**config.mk**
```make
export PLATFORM = sky130hd
export DESIGN_NAME = battery_voltage_monitor_unit
export DESIGN_NICKNAME = d
export VERILOG_FILES = /design/src/sv/bvm_pkg.sv /design/src/sv/battery_voltage_monitor_unit.sv /design/src/sv/bvm_front.sv /design/src/sv/bvm_queue.sv /design/src/sv/bvm_back.sv
export SDC_FILE = /design/constraint.sdc
export NUM_CORES = 2
export LEC_CHECK = 0
export ABC_AREA = 1
export ABC_CLOCK_PERIOD_IN_PS = 18540
export BUFFER_PORTS_ARGS = -buffer_cell sky130_fd_sc_hd__buf_4
export CAP_MARGIN = 10
export CORE_ASPECT_RATIO = 0.7
export CORE_MARGIN = 2
export CORE_UTILIZATION = 44
export DETAILED_ROUTE_END_ITERATION = 12
export MAX_ROUTING_LAYER = met4
export REMOVE_ABC_BUFFERS = 1
export SLEW_MARGIN = 10
export SYNTH_ARGS = -nofsm -noshare
export SYNTH_HDL_FRONTEND = slang
export SYNTH_SLANG_ARGS = --single-unit
export TNS_END_PERCENT = 10
```
**constraint.sdc**
```tcl
create_clock -name clock -period 18.54 [get_ports clock]
set_input_delay 3.708 -clock clock [delete_from_list [all_inputs] [get_ports clock]]
set_output_delay 3.708 -clock clock [all_outputs]
set_load 0.05 [all_outputs]
```
**src/sv/bvm_pkg.sv**
```systemverilog
`timescale 1ns / 1ps
`default_nettype none
package bvm_pkg;

   localparam int unsigned BURST_SAMPLES = 8;
   localparam int unsigned POS_W         = 3;
   localparam int unsigned RAW_W         = 14;
   localparam int unsigned SAMPLE_W      = 13;
   localparam int unsigned SUM4_W        = 15;
   localparam int unsigned MV_W          = 19;
   localparam int unsigned SUM_W         = 24;
   localparam int unsigned SCALE_SHIFT   = 13;
   localparam int unsigned COEF_HALF_W   = 12;
   localparam int unsigned CSR_INDEX_W   = 3;
   localparam int unsigned CSR_DATA_W    = 24;

   localparam logic [CSR_INDEX_W-1:0] CSR_CALIB_VREF  = 3'd0;
   localparam logic [CSR_INDEX_W-1:0] CSR_VREF_OFFSET = 3'd1;
   localparam logic [CSR_INDEX_W-1:0] CSR_START_MIN   = 3'd2;
   localparam logic [CSR_INDEX_W-1:0] CSR_WORK_MIN    = 3'd3;
   localparam logic [CSR_INDEX_W-1:0] CSR_FULL        = 3'd4;
   localparam logic [CSR_INDEX_W-1:0] CSR_LEVEL_COEF  = 3'd5;
   localparam logic [CSR_INDEX_W-1:0] CSR_LEVEL_FULL  = 3'd6;

   typedef struct packed {
      logic [RAW_W-1:0] raw_word;
      logic             start_check;
   } req_type;

   typedef struct packed {
      logic [MV_W-1:0] voltage_mv;
      logic [MV_W-1:0] mean_mv;
      logic [7:0]      charge_level;
      logic            low_batt;
      logic            average_updated;
   } rsp_type;

   typedef struct packed {
      logic [15:0]       calib_vref_mv;
      logic signed [7:0] vref_offset_mv;
      logic [15:0]       start_min_mv;
      logic [15:0]       work_min_mv;
      logic [15:0]       full_mv;
      logic [23:0]       level_coef;
      logic [7:0]        level_full;
   } cfg_type;

   typedef struct packed {
      logic [SUM4_W-1:0] sum4;
      logic              start_check;
   } burst_type;

endpackage
`default_nettype wire

```
**src/sv/battery_voltage_monitor_unit.sv**
```systemverilog
`timescale 1ns / 1ps
`default_nettype none
// Battery gauge on raw ADC words. The front end takes one word a cycle, holding an eighth word
// while the queue is full, and insertion-sorts it into an eight-entry set; at each eighth word
// the sum of the middle four goes into a two-deep queue and one result beat follows from the
// back end, which takes no new burst until the last beat is taken on rsp_ready. It has one
// shared 19x16 multiplier for scaling and the two-half level product, and a one-bit-a-cycle
// divider of 24 steps while fewer than 2**AVG_SHIFT bursts have been averaged (skipped once
// the leaky average runs, or on a failed start check). Register writes take effect at once.
module battery_voltage_monitor_unit #(
   parameter int unsigned AVG_SHIFT   = 5,
   parameter int unsigned LEVEL_SHIFT = 24
) (
   input  wire                                  clock,
   input  wire                                  reset,
   input  wire                                  req_valid,
   output logic                                 req_ready,
   input  bvm_pkg::req_type                     req_data,
   output logic                                 rsp_valid,
   input  wire                                  rsp_ready,
   output bvm_pkg::rsp_type                     rsp_data,
   input  wire                                  csr_valid,
   output logic                                 csr_ready,
   input  wire  [bvm_pkg::CSR_INDEX_W-1:0]      csr_index,
   input  wire  [bvm_pkg::CSR_DATA_W-1:0]       csr_wdata
);
   import bvm_pkg::*;

   cfg_type   cfg_ff, cfg_in;
   logic      push_valid, push_ready;
   burst_type push_data;
   logic      pop_valid, pop_ready;
   burst_type pop_data;

   assign csr_ready = 1'b1;

   always_comb begin
      cfg_in = cfg_ff;
      if (csr_valid) begin
         case (csr_index)
            CSR_CALIB_VREF:  cfg_in.calib_vref_mv  = csr_wdata[15:0];
            CSR_VREF_OFFSET: cfg_in.vref_offset_mv = csr_wdata[7:0];
            CSR_START_MIN:   cfg_in.start_min_mv   = csr_wdata[15:0];
            CSR_WORK_MIN:    cfg_in.work_min_mv    = csr_wdata[15:0];
            CSR_FULL:        cfg_in.full_mv        = csr_wdata[15:0];
            CSR_LEVEL_COEF:  cfg_in.level_coef     = csr_wdata[23:0];
            CSR_LEVEL_FULL:  cfg_in.level_full     = csr_wdata[7:0];
            default: begin
            end
         endcase
      end
   end

   always_ff @(posedge clock) begin
      if (reset) begin
         cfg_ff.calib_vref_mv  <= 16'd1175;
         cfg_ff.vref_offset_mv <= 8'sd0;
         cfg_ff.start_min_mv   <= 16'd2200;
         cfg_ff.work_min_mv    <= 16'd2000;
         cfg_ff.full_mv        <= 16'd3000;
         cfg_ff.level_coef     <= 24'd1677721;
         cfg_ff.level_full     <= 8'd100;
      end else begin
         cfg_ff <= cfg_in;
      end
   end

   bvm_front u_front (
      .clock      (clock),
      .reset      (reset),
      .req_valid  (req_valid),
      .req_ready  (req_ready),
      .req_data   (req_data),
      .push_valid (push_valid),
      .push_ready (push_ready),
      .push_data  (push_data)
   );

   bvm_queue u_queue (
      .clock      (clock),
      .reset      (reset),
      .push_valid (push_valid),
      .push_ready (push_ready),
      .push_data  (push_data),
      .pop_valid  (pop_valid),
      .pop_ready  (pop_ready),
      .pop_data   (pop_data)
   );

   bvm_back #(
      .AVG_SHIFT   (AVG_SHIFT),
      .LEVEL_SHIFT (LEVEL_SHIFT)
   ) u_back (
      .clock     (clock),
      .reset     (reset),
      .cfg       (cfg_ff),
      .pop_valid (pop_valid),
      .pop_ready (pop_ready),
      .pop_data  (pop_data),
      .rsp_valid (rsp_valid),
      .rsp_ready (rsp_ready),
      .rsp_data  (rsp_data)
   );

endmodule
`default_nettype wire

```
**src/sv/bvm_front.sv**
```systemverilog
`timescale 1ns / 1ps
`default_nettype none
module bvm_front (
   input  wire                 clock,
   input  wire                 reset,
   input  wire                 req_valid,
   output logic                req_ready,
   input  bvm_pkg::req_type    req_data,
   output logic                push_valid,
   input  wire                 push_ready,
   output bvm_pkg::burst_type  push_data
);
   import bvm_pkg::*;

   localparam logic [POS_W-1:0] LAST_POS = POS_W'(BURST_SAMPLES - 1);

   logic [SAMPLE_W-1:0] sorted_ff [BURST_SAMPLES];
   logic [SAMPLE_W-1:0] sorted_in [BURST_SAMPLES];
   logic [SAMPLE_W-1:0] prev_s    [BURST_SAMPLES];
   logic [BURST_SAMPLES-1:0] gt;
   logic [BURST_SAMPLES-1:0] prev_gt;
   logic [POS_W-1:0]    pos_ff, pos_in;
   logic [SAMPLE_W-1:0] sample;
   logic                last_word;
   logic                accept;

   assign sample     = req_data.raw_word[RAW_W-1] ? '0 : req_data.raw_word[SAMPLE_W-1:0];
   assign last_word  = (pos_ff == LAST_POS);
   assign req_ready  = !last_word || push_ready;
   assign accept     = req_valid && req_ready;
   assign push_valid = req_valid && last_word;

   always_comb begin
      for (int i = 0; i < BURST_SAMPLES; i++) begin
         gt[i] = (sorted_ff[i] > sample);
      end
      prev_gt[0] = 1'b0;
      prev_s[0]  = sample;
      for (int i = 1; i < BURST_SAMPLES; i++) begin
         prev_gt[i] = gt[i-1];
         prev_s[i]  = sorted_ff[i-1];
      end
      for (int i = 0; i < BURST_SAMPLES; i++) begin
         if (POS_W'(i) < pos_ff && !gt[i]) begin
            sorted_in[i] = sorted_ff[i];
         end else if (POS_W'(i) <= pos_ff) begin
            sorted_in[i] = prev_gt[i] ? prev_s[i] : sample;
         end else begin
            sorted_in[i] = sorted_ff[i];
         end
      end
   end

   assign push_data.sum4 = SUM4_W'(sorted_in[2]) + SUM4_W'(sorted_in[3])
                         + SUM4_W'(sorted_in[4]) + SUM4_W'(sorted_in[5]);
   assign push_data.start_check = req_data.start_check;

   assign pos_in = accept ? (last_word ? '0 : pos_ff + 1'b1) : pos_ff;

   always_ff @(posedge clock) begin
      if (reset) begin
         pos_ff <= '0;
      end else begin
         pos_ff <= pos_in;
      end
   end

   always_ff @(posedge clock) begin
      if (accept) begin
         for (int i = 0; i < BURST_SAMPLES; i++) begin
            sorted_ff[i] <= sorted_in[i];
         end
      end
   end

endmodule
`default_nettype wire

```
**src/sv/bvm_queue.sv**
```systemverilog
`timescale 1ns / 1ps
`default_nettype none
module bvm_queue (
   input  wire                 clock,
   input  wire                 reset,
   input  wire                 push_valid,
   output logic                push_ready,
   input  bvm_pkg::burst_type  push_data,
   output logic                pop_valid,
   input  wire                 pop_ready,
   output bvm_pkg::burst_type  pop_data
);
   import bvm_pkg::*;

   burst_type   slot_ff [2];
   logic        wr_ptr_ff, wr_ptr_in;
   logic        rd_ptr_ff, rd_ptr_in;
   logic [1:0]  count_ff, count_in;
   logic        do_push, do_pop;

   assign push_ready = (count_ff != 2'd2);
   assign pop_valid  = (count_ff != 2'd0);
   assign pop_data   = slot_ff[rd_ptr_ff];
   assign do_push    = push_valid && push_ready;
   assign do_pop     = pop_valid && pop_ready;

   always_comb begin
      wr_ptr_in = do_push ? !wr_ptr_ff : wr_ptr_ff;
      rd_ptr_in = do_pop  ? !rd_ptr_ff : rd_ptr_ff;
      count_in  = count_ff + {1'b0, do_push} - {1'b0, do_pop};
   end

   always_ff @(posedge clock) begin
      if (reset) begin
         wr_ptr_ff <= 1'b0;
         rd_ptr_ff <= 1'b0;
         count_ff  <= '0;
      end else begin
         wr_ptr_ff <= wr_ptr_in;
         rd_ptr_ff <= rd_ptr_in;
         count_ff  <= count_in;
      end
   end

   always_ff @(posedge clock) begin
      if (do_push) begin
         slot_ff[wr_ptr_ff] <= push_data;
      end
   end

endmodule
`default_nettype wire

```
**src/sv/bvm_back.sv**
```systemverilog
`timescale 1ns / 1ps
`default_nettype none
module bvm_back #(
   parameter int unsigned AVG_SHIFT   = 5,
   parameter int unsigned LEVEL_SHIFT = 24
) (
   input  wire                 clock,
   input  wire                 reset,
   input  bvm_pkg::cfg_type    cfg,
   input  wire                 pop_valid,
   output logic                pop_ready,
   input  bvm_pkg::burst_type  pop_data,
   output logic                rsp_valid,
   input  wire                 rsp_ready,
   output bvm_pkg::rsp_type    rsp_data
);
   import bvm_pkg::*;

   localparam int unsigned CNT_W   = AVG_SHIFT + 1;
   localparam int unsigned DCNT_W  = $clog2(SUM_W);
   localparam int unsigned MUL_A_W = MV_W;
   localparam int unsigned MUL_B_W = 16;
   localparam int unsigned PROD_W  = MUL_A_W + MUL_B_W;
   localparam int unsigned LVL_W   = PROD_W + COEF_HALF_W + 1;
   localparam logic [DCNT_W-1:0] DIV_LAST = DCNT_W'(SUM_W - 1);

   localparam logic [3:0] ST_IDLE   = 4'd0;
   localparam logic [3:0] ST_SCALE  = 4'd1;
   localparam logic [3:0] ST_VOLT   = 4'd2;
   localparam logic [3:0] ST_ACCUM  = 4'd3;
   localparam logic [3:0] ST_DIV    = 4'd4;
   localparam logic [3:0] ST_LEVEL  = 4'd5;
   localparam logic [3:0] ST_MUL_LO = 4'd6;
   localparam logic [3:0] ST_MUL_HI = 4'd7;
   localparam logic [3:0] ST_SUM    = 4'd8;
   localparam logic [3:0] ST_OUT    = 4'd9;

   logic [3:0]           state_ff, state_in;
   logic [SUM4_W-1:0]    sum4_ff;
   logic                 start_ff;
   logic [PROD_W-1:0]    prod_ff;
   logic [PROD_W-1:0]    acc_ff;
   logic [MV_W-1:0]      vbat_ff;
   logic [MV_W-1:0]      avg_ff;
   logic [MV_W-1:0]      diff_ff;
   logic [SUM_W-1:0]     quo_ff;
   logic [AVG_SHIFT-1:0] rem_ff;
   logic [DCNT_W-1:0]    dcnt_ff;
   logic [SUM_W-1:0]     avg_sum_ff;
   logic [CNT_W-1:0]     avg_cnt_ff;
   logic [MV_W-1:0]      last_avg_ff;
   rsp_type              rsp_ff;

   logic [MUL_A_W-1:0]   mul_a;
   logic [MUL_B_W-1:0]   mul_b;
   logic [PROD_W-1:0]    mul_p;
   logic signed [MV_W:0] volt_s;
   logic [MV_W-1:0]      vbat;
   logic [SUM_W:0]       sum_wide;
   logic [SUM_W-1:0]     sum_sat;
   logic [SUM_W-1:0]     sum_shr;
   logic [CNT_W-1:0]     cnt_next;
   logic [AVG_SHIFT:0]   rem_sh;
   logic                 rem_ge;
   logic [AVG_SHIFT:0]   rem_sub;
   logic [SUM_W-1:0]     quo_next;
   logic [LVL_W-1:0]     lvl_p;

   assign pop_ready = (state_ff == ST_IDLE);
   assign rsp_valid = (state_ff == ST_OUT);
   assign rsp_data  = rsp_ff;

   always_comb begin
      case (state_ff)
         ST_MUL_LO: begin
            mul_a = diff_ff;
            mul_b = MUL_B_W'(cfg.level_coef[COEF_HALF_W-1:0]);
         end
         ST_MUL_HI: begin
            mul_a = diff_ff;
            mul_b = MUL_B_W'(cfg.level_coef[2*COEF_HALF_W-1:COEF_HALF_W]);
         end
         default: begin
            mul_a = MUL_A_W'(sum4_ff);
            mul_b = cfg.calib_vref_mv;
         end
      endcase
      mul_p = mul_a * mul_b;
   end

   always_comb begin
      volt_s   = $signed({2'b00, prod_ff[SUM4_W+16-1:SCALE_SHIFT]})
               + (MV_W+1)'(cfg.vref_offset_mv);
      vbat     = volt_s[MV_W] ? '0 : volt_s[MV_W-1:0];
      sum_wide = {1'b0, avg_sum_ff} + (SUM_W+1)'(vbat_ff);
      sum_sat  = sum_wide[SUM_W] ? '1 : sum_wide[SUM_W-1:0];
      sum_shr  = sum_sat >> AVG_SHIFT;
      cnt_next = avg_cnt_ff + 1'b1;
      rem_sh   = {rem_ff, quo_ff[SUM_W-1]};
      rem_ge   = (rem_sh >= avg_cnt_ff);
      rem_sub  = rem_sh - avg_cnt_ff;
      quo_next = {quo_ff[SUM_W-2:0], rem_ge};
      lvl_p    = LVL_W'(acc_ff) + LVL_W'({prod_ff, {COEF_HALF_W{1'b0}}});
   end

   always_comb begin
      state_in = state_ff;
      case (state_ff)
         ST_IDLE: begin
            if (pop_valid) begin
               state_in = ST_SCALE;
            end
         end
         ST_SCALE:  state_in = ST_VOLT;
         ST_VOLT: begin
            if (start_ff && (vbat < MV_W'(cfg.start_min_mv))) begin
               state_in = ST_OUT;
            end else begin
               state_in = ST_ACCUM;
            end
         end
         ST_ACCUM: begin
            state_in = cnt_next[AVG_SHIFT] ? ST_LEVEL : ST_DIV;
         end
         ST_DIV: begin
            if (dcnt_ff == DIV_LAST) begin
               state_in = ST_LEVEL;
            end
         end
         ST_LEVEL: begin
            if (avg_ff >= MV_W'(cfg.full_mv) || avg_ff <= MV_W'(cfg.work_min_mv)) begin
               state_in = ST_OUT;
            end else begin
               state_in = ST_MUL_LO;
            end
         end
         ST_MUL_LO: state_in = ST_MUL_HI;
         ST_MUL_HI: state_in = ST_SUM;
         ST_SUM:    state_in = ST_OUT;
         ST_OUT: begin
            if (rsp_ready) begin
               state_in = ST_IDLE;
            end
         end
         default:   state_in = ST_IDLE;
      endcase
   end

   always_ff @(posedge clock) begin
      if (reset) begin
         state_ff    <= ST_IDLE;
         avg_sum_ff  <= '0;
         avg_cnt_ff  <= '0;
         last_avg_ff <= '0;
      end else begin
         state_ff <= state_in;
         if (state_ff == ST_ACCUM) begin
            if (cnt_next[AVG_SHIFT]) begin
               avg_sum_ff <= sum_sat - sum_shr;
            end else begin
               avg_sum_ff <= sum_sat;
               avg_cnt_ff <= cnt_next;
            end
         end
         if (state_ff == ST_LEVEL) begin
            last_avg_ff <= avg_ff;
         end
      end
   end

   always_ff @(posedge clock) begin
      case (state_ff)
         ST_IDLE: begin
            sum4_ff  <= pop_data.sum4;
            start_ff <= pop_data.start_check;
         end
         ST_SCALE: begin
            prod_ff <= mul_p;
         end
         ST_VOLT: begin
            vbat_ff                 <= vbat;
            rsp_ff.voltage_mv       <= vbat;
            rsp_ff.mean_mv          <= last_avg_ff;
            rsp_ff.charge_level     <= '0;
            rsp_ff.low_batt         <= 1'b1;
            rsp_ff.average_updated  <= 1'b0;
         end
         ST_ACCUM: begin
            avg_ff  <= sum_shr[MV_W-1:0];
            quo_ff  <= sum_sat;
            rem_ff  <= '0;
            dcnt_ff <= '0;
         end
         ST_DIV: begin
            quo_ff  <= quo_next;
            rem_ff  <= rem_ge ? rem_sub[AVG_SHIFT-1:0] : rem_sh[AVG_SHIFT-1:0];
            dcnt_ff <= dcnt_ff + 1'b1;
            avg_ff  <= quo_next[MV_W-1:0];
         end
         ST_LEVEL: begin
            diff_ff                <= avg_ff - MV_W'(cfg.work_min_mv);
            rsp_ff.mean_mv         <= avg_ff;
            rsp_ff.average_updated <= 1'b1;
            if (avg_ff >= MV_W'(cfg.full_mv)) begin
               rsp_ff.charge_level <= cfg.level_full;
               rsp_ff.low_batt     <= 1'b0;
            end else if (avg_ff <= MV_W'(cfg.work_min_mv)) begin
               rsp_ff.charge_level <= '0;
               rsp_ff.low_batt     <= 1'b1;
            end else begin
               rsp_ff.low_batt     <= 1'b0;
            end
         end
         ST_MUL_LO: begin
            prod_ff <= mul_p;
         end
         ST_MUL_HI: begin
            acc_ff  <= prod_ff;
            prod_ff <= mul_p;
         end
         ST_SUM: begin
            rsp_ff.charge_level <= lvl_p[LEVEL_SHIFT +: 8];
         end
         default: begin
         end
      endcase
   end

endmodule
`default_nettype wire

```
# After elaboration in Yosys (flattened, before gate mapping)
# Memories as Yosys holds them, arrays and structs flattened. A register that Yosys moved wholly into a read port is not among the register bits.
# Cells that the tools add are included.
# classes
n_eq_ne,22
addsub,14
mul,1
bitwise,1
n_lt_le_gt_ge,28
n_mux,52
reduce_logical,44
# ops
operator,n
13-bit two-way mux,24
13-bit greater-than comparator,8
19-bit one-hot mux with 2 select lines,2
24-bit two-way mux,2
24-bit one-hot mux with 2 select lines,1
4-bit one-hot mux with 10 select lines,1
19-bit two-way mux,2
32-bit adder,1
19-bit by 16-bit multiplier with 32-bit output,1
16-bit one-hot mux with 2 select lines,1
15-bit by 13-bit adder with 15-bit output,2
24-bit by 19-bit adder with 25-bit output,1
8-bit one-hot mux with 3 select lines,1
24-bit by 19-bit subtractor with 24-bit output,1
19-bit by 8-bit adder with 20-bit output,1
4-bit two-way mux,5
5-bit one-hot mux with 2 select lines,2
19-bit by 16-bit greater-or-equal comparator with 1-bit output,1
19-bit by 16-bit less-or-equal comparator with 1-bit output,1
19-bit by 16-bit less-than comparator with 1-bit output,1
19-bit by 16-bit subtractor with 19-bit output,1
2-bit AND reduction,9
4-bit by 3-bit == test with 1-bit output (second input constant),4
13-bit by 13-bit adder with 14-bit output,1
other kinds (40),88
# totals
ff_bits,347
memories,2
ramBits,136
output_inout_bits,51
# memory_table
name,words,width,rd,rd_clocked_by_memory_dff,wr,line,source
u_front.sorted_ff,8,13,8,0,8,bvm_front.sv:17,logic [SAMPLE_W-1:0] sorted_ff [BURST_SAMPLES];
u_queue.slot_ff,2,16,1,1,1,bvm_queue.sv:15,burst_type slot_ff [2];

# Depth between registers and ports, before layout
# depth
ltp_word,8
depth_mapped,36

# Cells and area by module
# Synthesis repeated with hierarchy kept, for this count alone.
# unflattened
cells_unflattened,4676
area_unflattened_um2,38011.5
# by_module_without_submodules
mod,area_per_inst_um2,cells_per_inst,instances
bvm_back,24557.3,2966,1
bvm_front,7953.9,1057,1
battery_voltage_monitor_unit,4040.1,567,1
bvm_queue,1460.2,86,1

# Worst setup path after synthesis
# No wires, ideal clock.
# synth_timing
path_type,input -> register
start,input req_data[14] in the netlist's numbering
end,"memory u_queue.slot_ff[0][14] in the netlist's numbering, data pin"
n_path_buf,2
path_stages,35
setup_ps,270
path_slack_ps,9185
t_required_ps,18270
arrival_ps,9086
cell_sequence,inv_1 > clkbuf_1 > nand2_1 > ha_1 > nand2_1 > nor2_1 > a211oi_1 > o21ai_1 > nand3_1 > o2111ai_1 > nand2_2 > a21oi_4 > buf_2 > nor2_1 > a31oi_1 > ha_1 > inv_1 > fa_1 > o21ai_1 > a21oi_1 > o21bai_1 > a21boi_1 > o21ai_0 > nand2_1 > nand2_1 > a21oi_1 > xor2_1 > fa_1 > inv_1 > ha_1 > nand2_1 > nor2_1 > nand3_1 > o2111ai_1 > xor2_1
# synth_lines
element,line,source
start: declaration,battery_voltage_monitor_unit.sv:18,"input bvm_pkg::req_type req_data,"
end: declaration,bvm_queue.sv:15,

==> impl_results.md <==
- TritonCTS clock tree: built
- Crit path top cell by count: nand2_1
- PortBufs: 96
- Most frequent cells in the layout: 779 x nand2_1, 696 x inv_1, 469 x nor2_1, 329 x ha_1, 298 x edfxtp_1
- Min Tclk post-route: roughly 10 ns
- CTS root buf: clkbuf_16
- Syn Inst Count: 4280
- DRT iter0 DRCs: 3125
- Ys Warns: 0
- CTS HTree Levels: 2
- Seq/Total Area, Yosys: 33.67%
- Req. time, crit path: ~19 ns
- Final ANT Viol Nets: 0
- RSZ-0062 raised after global routing: no
- Clock latency at the later pin of the worst-skew pair: 0.65 ns
- Setup CP Type: in2reg
- Most common cell after layout, fill and taps aside: nand2_1
- CTS buffer count: 50
- Hold WS: around 0.45 ns
- Hold Buf Count CTS: 0
- Max-slew headroom: 20.33%
- Post-synthesis sequential element count: 461
- Final Skew: 0.04333 ns
- Ys async rst share: 0%
- CP max-delay cell: o21ai_2
- Clk slew on worst S/H paths: 0.07 ns
- Synth Cell Area: roughly 36000 sq um
- Antenna violations before repair: 3
- Residual DRC count: 0
- # setup viols final: 0
- Worst hold path class: reg2reg
- Post-cts sizing count: 0
- Antenna fix cells: 0
- Fin crit share: 55.67%
- Maxcap violations: 0
- Placer congestion estimate: 0.9766
- Critical Path Sink Type: register
- Drt first pass iters: 6
- DRT Wirelength: around 110000 microns
- WL/cell: 20.22 microns
- Startpoint types: primary input
- Die area: 84770 sq um
- Setup TNS: 0 ns
- Post-synth EDFFs: 298
- Dominant synthesized flop cell: edfxtp_1
- Nets@finish: 5001
- Die H: 244.2 microns
- FMAX: 96.88 MHz
- Global-route wire length before repair: 168900 microns
- Total grt overflow: 0
- Crit path DAT: 10.67 ns
- Mean cell area of the mapped netlist: 8.473 sq um
- Via count: 29.44k
- Largest net degree at the start of global routing: 101
- HPWL after DPL: 87860 microns
- Area Overhead vs Synth: 10.13%
- Rows: approximately 90
- CP max FO: 26
- Vias/cell: 5.359
- Die W: 347.1 microns
- Starting Density: 44.21%
- Status: finished, final reports clean
- Post-CTS setup buffers: 0
- Max clock buf depth: 3
- Slew Viols, Final: 0
- I/O pins: 98
- Core box area: 82030 sq um
- Vias in the first global route: 27.22k
- Final Hold Violating Endpoints: 0
- Least-Margin Pin Slew: 1.183 ns
- Cell variety after synth: 71
- GRT Util Overall: 26.95%
- Layout cells sized above 1: 7.705%
- Clock Sinks: between 400 and 500
- Delay of the slowest critical-path stage: ~0.81 ns
==> Yosys cell counts (4+ instances only) <==
cell | n | share of area [%]
a211oi_1 | 8 | 0.17
a21o_1 | 10 | 0.21
a21oi_1 | 297 | 4.1
a21oi_2 | 5 | 0.12
a31oi_1 | 26 | 0.45
buf_1 | 4 | 0.041
buf_2 | 27 | 0.37
buf_4 | 6 | 0.12
clkbuf_1 | 54 | 0.56
clkinv_1 | 7 | 0.072
dfxtp_1 | 163 | 9.0
edfxtp_1 | 298 | 25
fa_1 | 254 | 14
ha_1 | 329 | 11
inv_1 | 697 | 7.2
inv_2 | 15 | 0.16
nand2_1 | 780 | 8.1
nand2_2 | 12 | 0.21
nand3_1 | 108 | 1.5
nand4_1 | 34 | 0.59
nor2_1 | 471 | 4.9
nor2_2 | 12 | 0.21
nor3_1 | 33 | 0.46
nor4_1 | 4 | 0.069
nor4b_1 | 4 | 0.097
o2111ai_1 | 4 | 0.097
o211ai_1 | 26 | 0.54
o21a_1 | 14 | 0.29
o21ai_0 | 297 | 4.1
o21ai_1 | 40 | 0.55
o21ai_2 | 18 | 0.43
o21bai_1 | 13 | 0.27
o221ai_1 | 5 | 0.12
or2_2 | 36 | 0.62
xnor2_1 | 43 | 1.0
xor2_1 | 69 | 1.7
==> critical path, delay by kind of cell <==
family	cells	cell delay [ns]
simple gates	8	1.20
fa+ha+maj	5	2.05
compound gates	15	2.89
xor+xnor	2	0.27
buf+inv	4	0.53
==> layer usage <==
| metal | track usage, % | up-vias | wire length, microns |
|---|---|---|---|
| li1 | - | 14110 | - |
| met1 | 44.54 | 14020 | 57460 |
| met3 | 4.739 | 116 | 10830 |
| met2 | 33.25 | 1193 | 40900 |
| met4 | 4.783 | 0 | 1859 |
| met5 | - | - | 0 |
==> final timing paths <==
path	start	endpoint	slack [ns]	cells after the start
setup / recovery	req_data[14]	u_queue.slot_ff[0][14]	8.22	34
hold / removal	u_back.prod_ff[31]	u_back.acc_ff[31]	0.45	0
setup reg to reg	u_back.state_ff[0]	u_back.prod_ff[29]	9.78	24
hold reg to reg	u_back.prod_ff[31]	u_back.acc_ff[31]	0.45	0
==> kinds of logic (layout without fill, tap and decap cells) <==
family / Yosys count / in the layout / synth area share, %
compound gates: 785 / 785 / 12.12
simple gates: 1520 / 1520 / 17.38
xor+xnor: 113 / 113 / 2.750
other cells: 2 / 11 / 0.02071
fa+ha+maj: 583 / 583 / 25.37
mux: 2 / 2 / 0.05521
flops: 461 / 461 / 33.67
buf+inv: 814 / 938 / 8.632
==> per-stage QoR <==
| stage | cell area, sq um | std cells | util (%) | worst slack, ns |
|---|---|---|---|---|
| 6_report | 39940 | 5493 | 48.69 | 8.218 |
| 3_3_place_gp | 38190 | 5399 | 46.55 | 7.807 |
| 2_1_floorplan | 35870 | 4195 | - | 8.972 |
| 3_5_place_dp | 38190 | 5399 | 46.55 | 7.669 |
| 5_1_grt | 39940 | 5493 | 48.69 | 7.529 |
| 4_1_cts | 39940 | 5493 | 48.69 | 8.304 |
==> area by class of cell <==
| cell class | instances | area, sq um |
|---|---|---|
| flip-flops and latches | 461 | 12210 |
| repair buffers | 124 | 930.9 |
| multi-input cells | 3014 | 20990 |
| well taps | 1080 | 1351 |
| clock inverters | 28 | 354.1 |
| inverters | 720 | 2706 |
| fillers | 7954 | 42090 |
| clock buffers | 66 | 1395 |
==> flip-flops by register name, indices dropped and copies added (netlist names) <==
name / flops
cfg_ff: 104
u_front.sorted_ff: 78
u_back.prod_ff: 32
u_queue.slot_ff: 32
u_back.rsp_data: 29
u_back.avg_sum_ff: 24
u_back.quo_ff: 24
u_back.acc_ff: 20
u_back.avg_ff: 19
u_back.diff_ff: 19
u_back.last_avg_ff: 19
u_back.vbat_ff: 19
u_back.sum4_ff: 15
u_back.avg_cnt_ff: 5
u_back.dcnt_ff: 5
u_back.rem_ff: 5
u_back.state_ff: 4
u_front.pos_ff: 3
u_queue.count_ff: 2
u_back.start_ff: 1
u_queue.rd_ptr_ff: 1
u_queue.wr_ptr_ff: 1
Power is left out: the tool's default activity adds up to more than one toggle a clock period on the data nets, which glitch-free logic cannot reach.
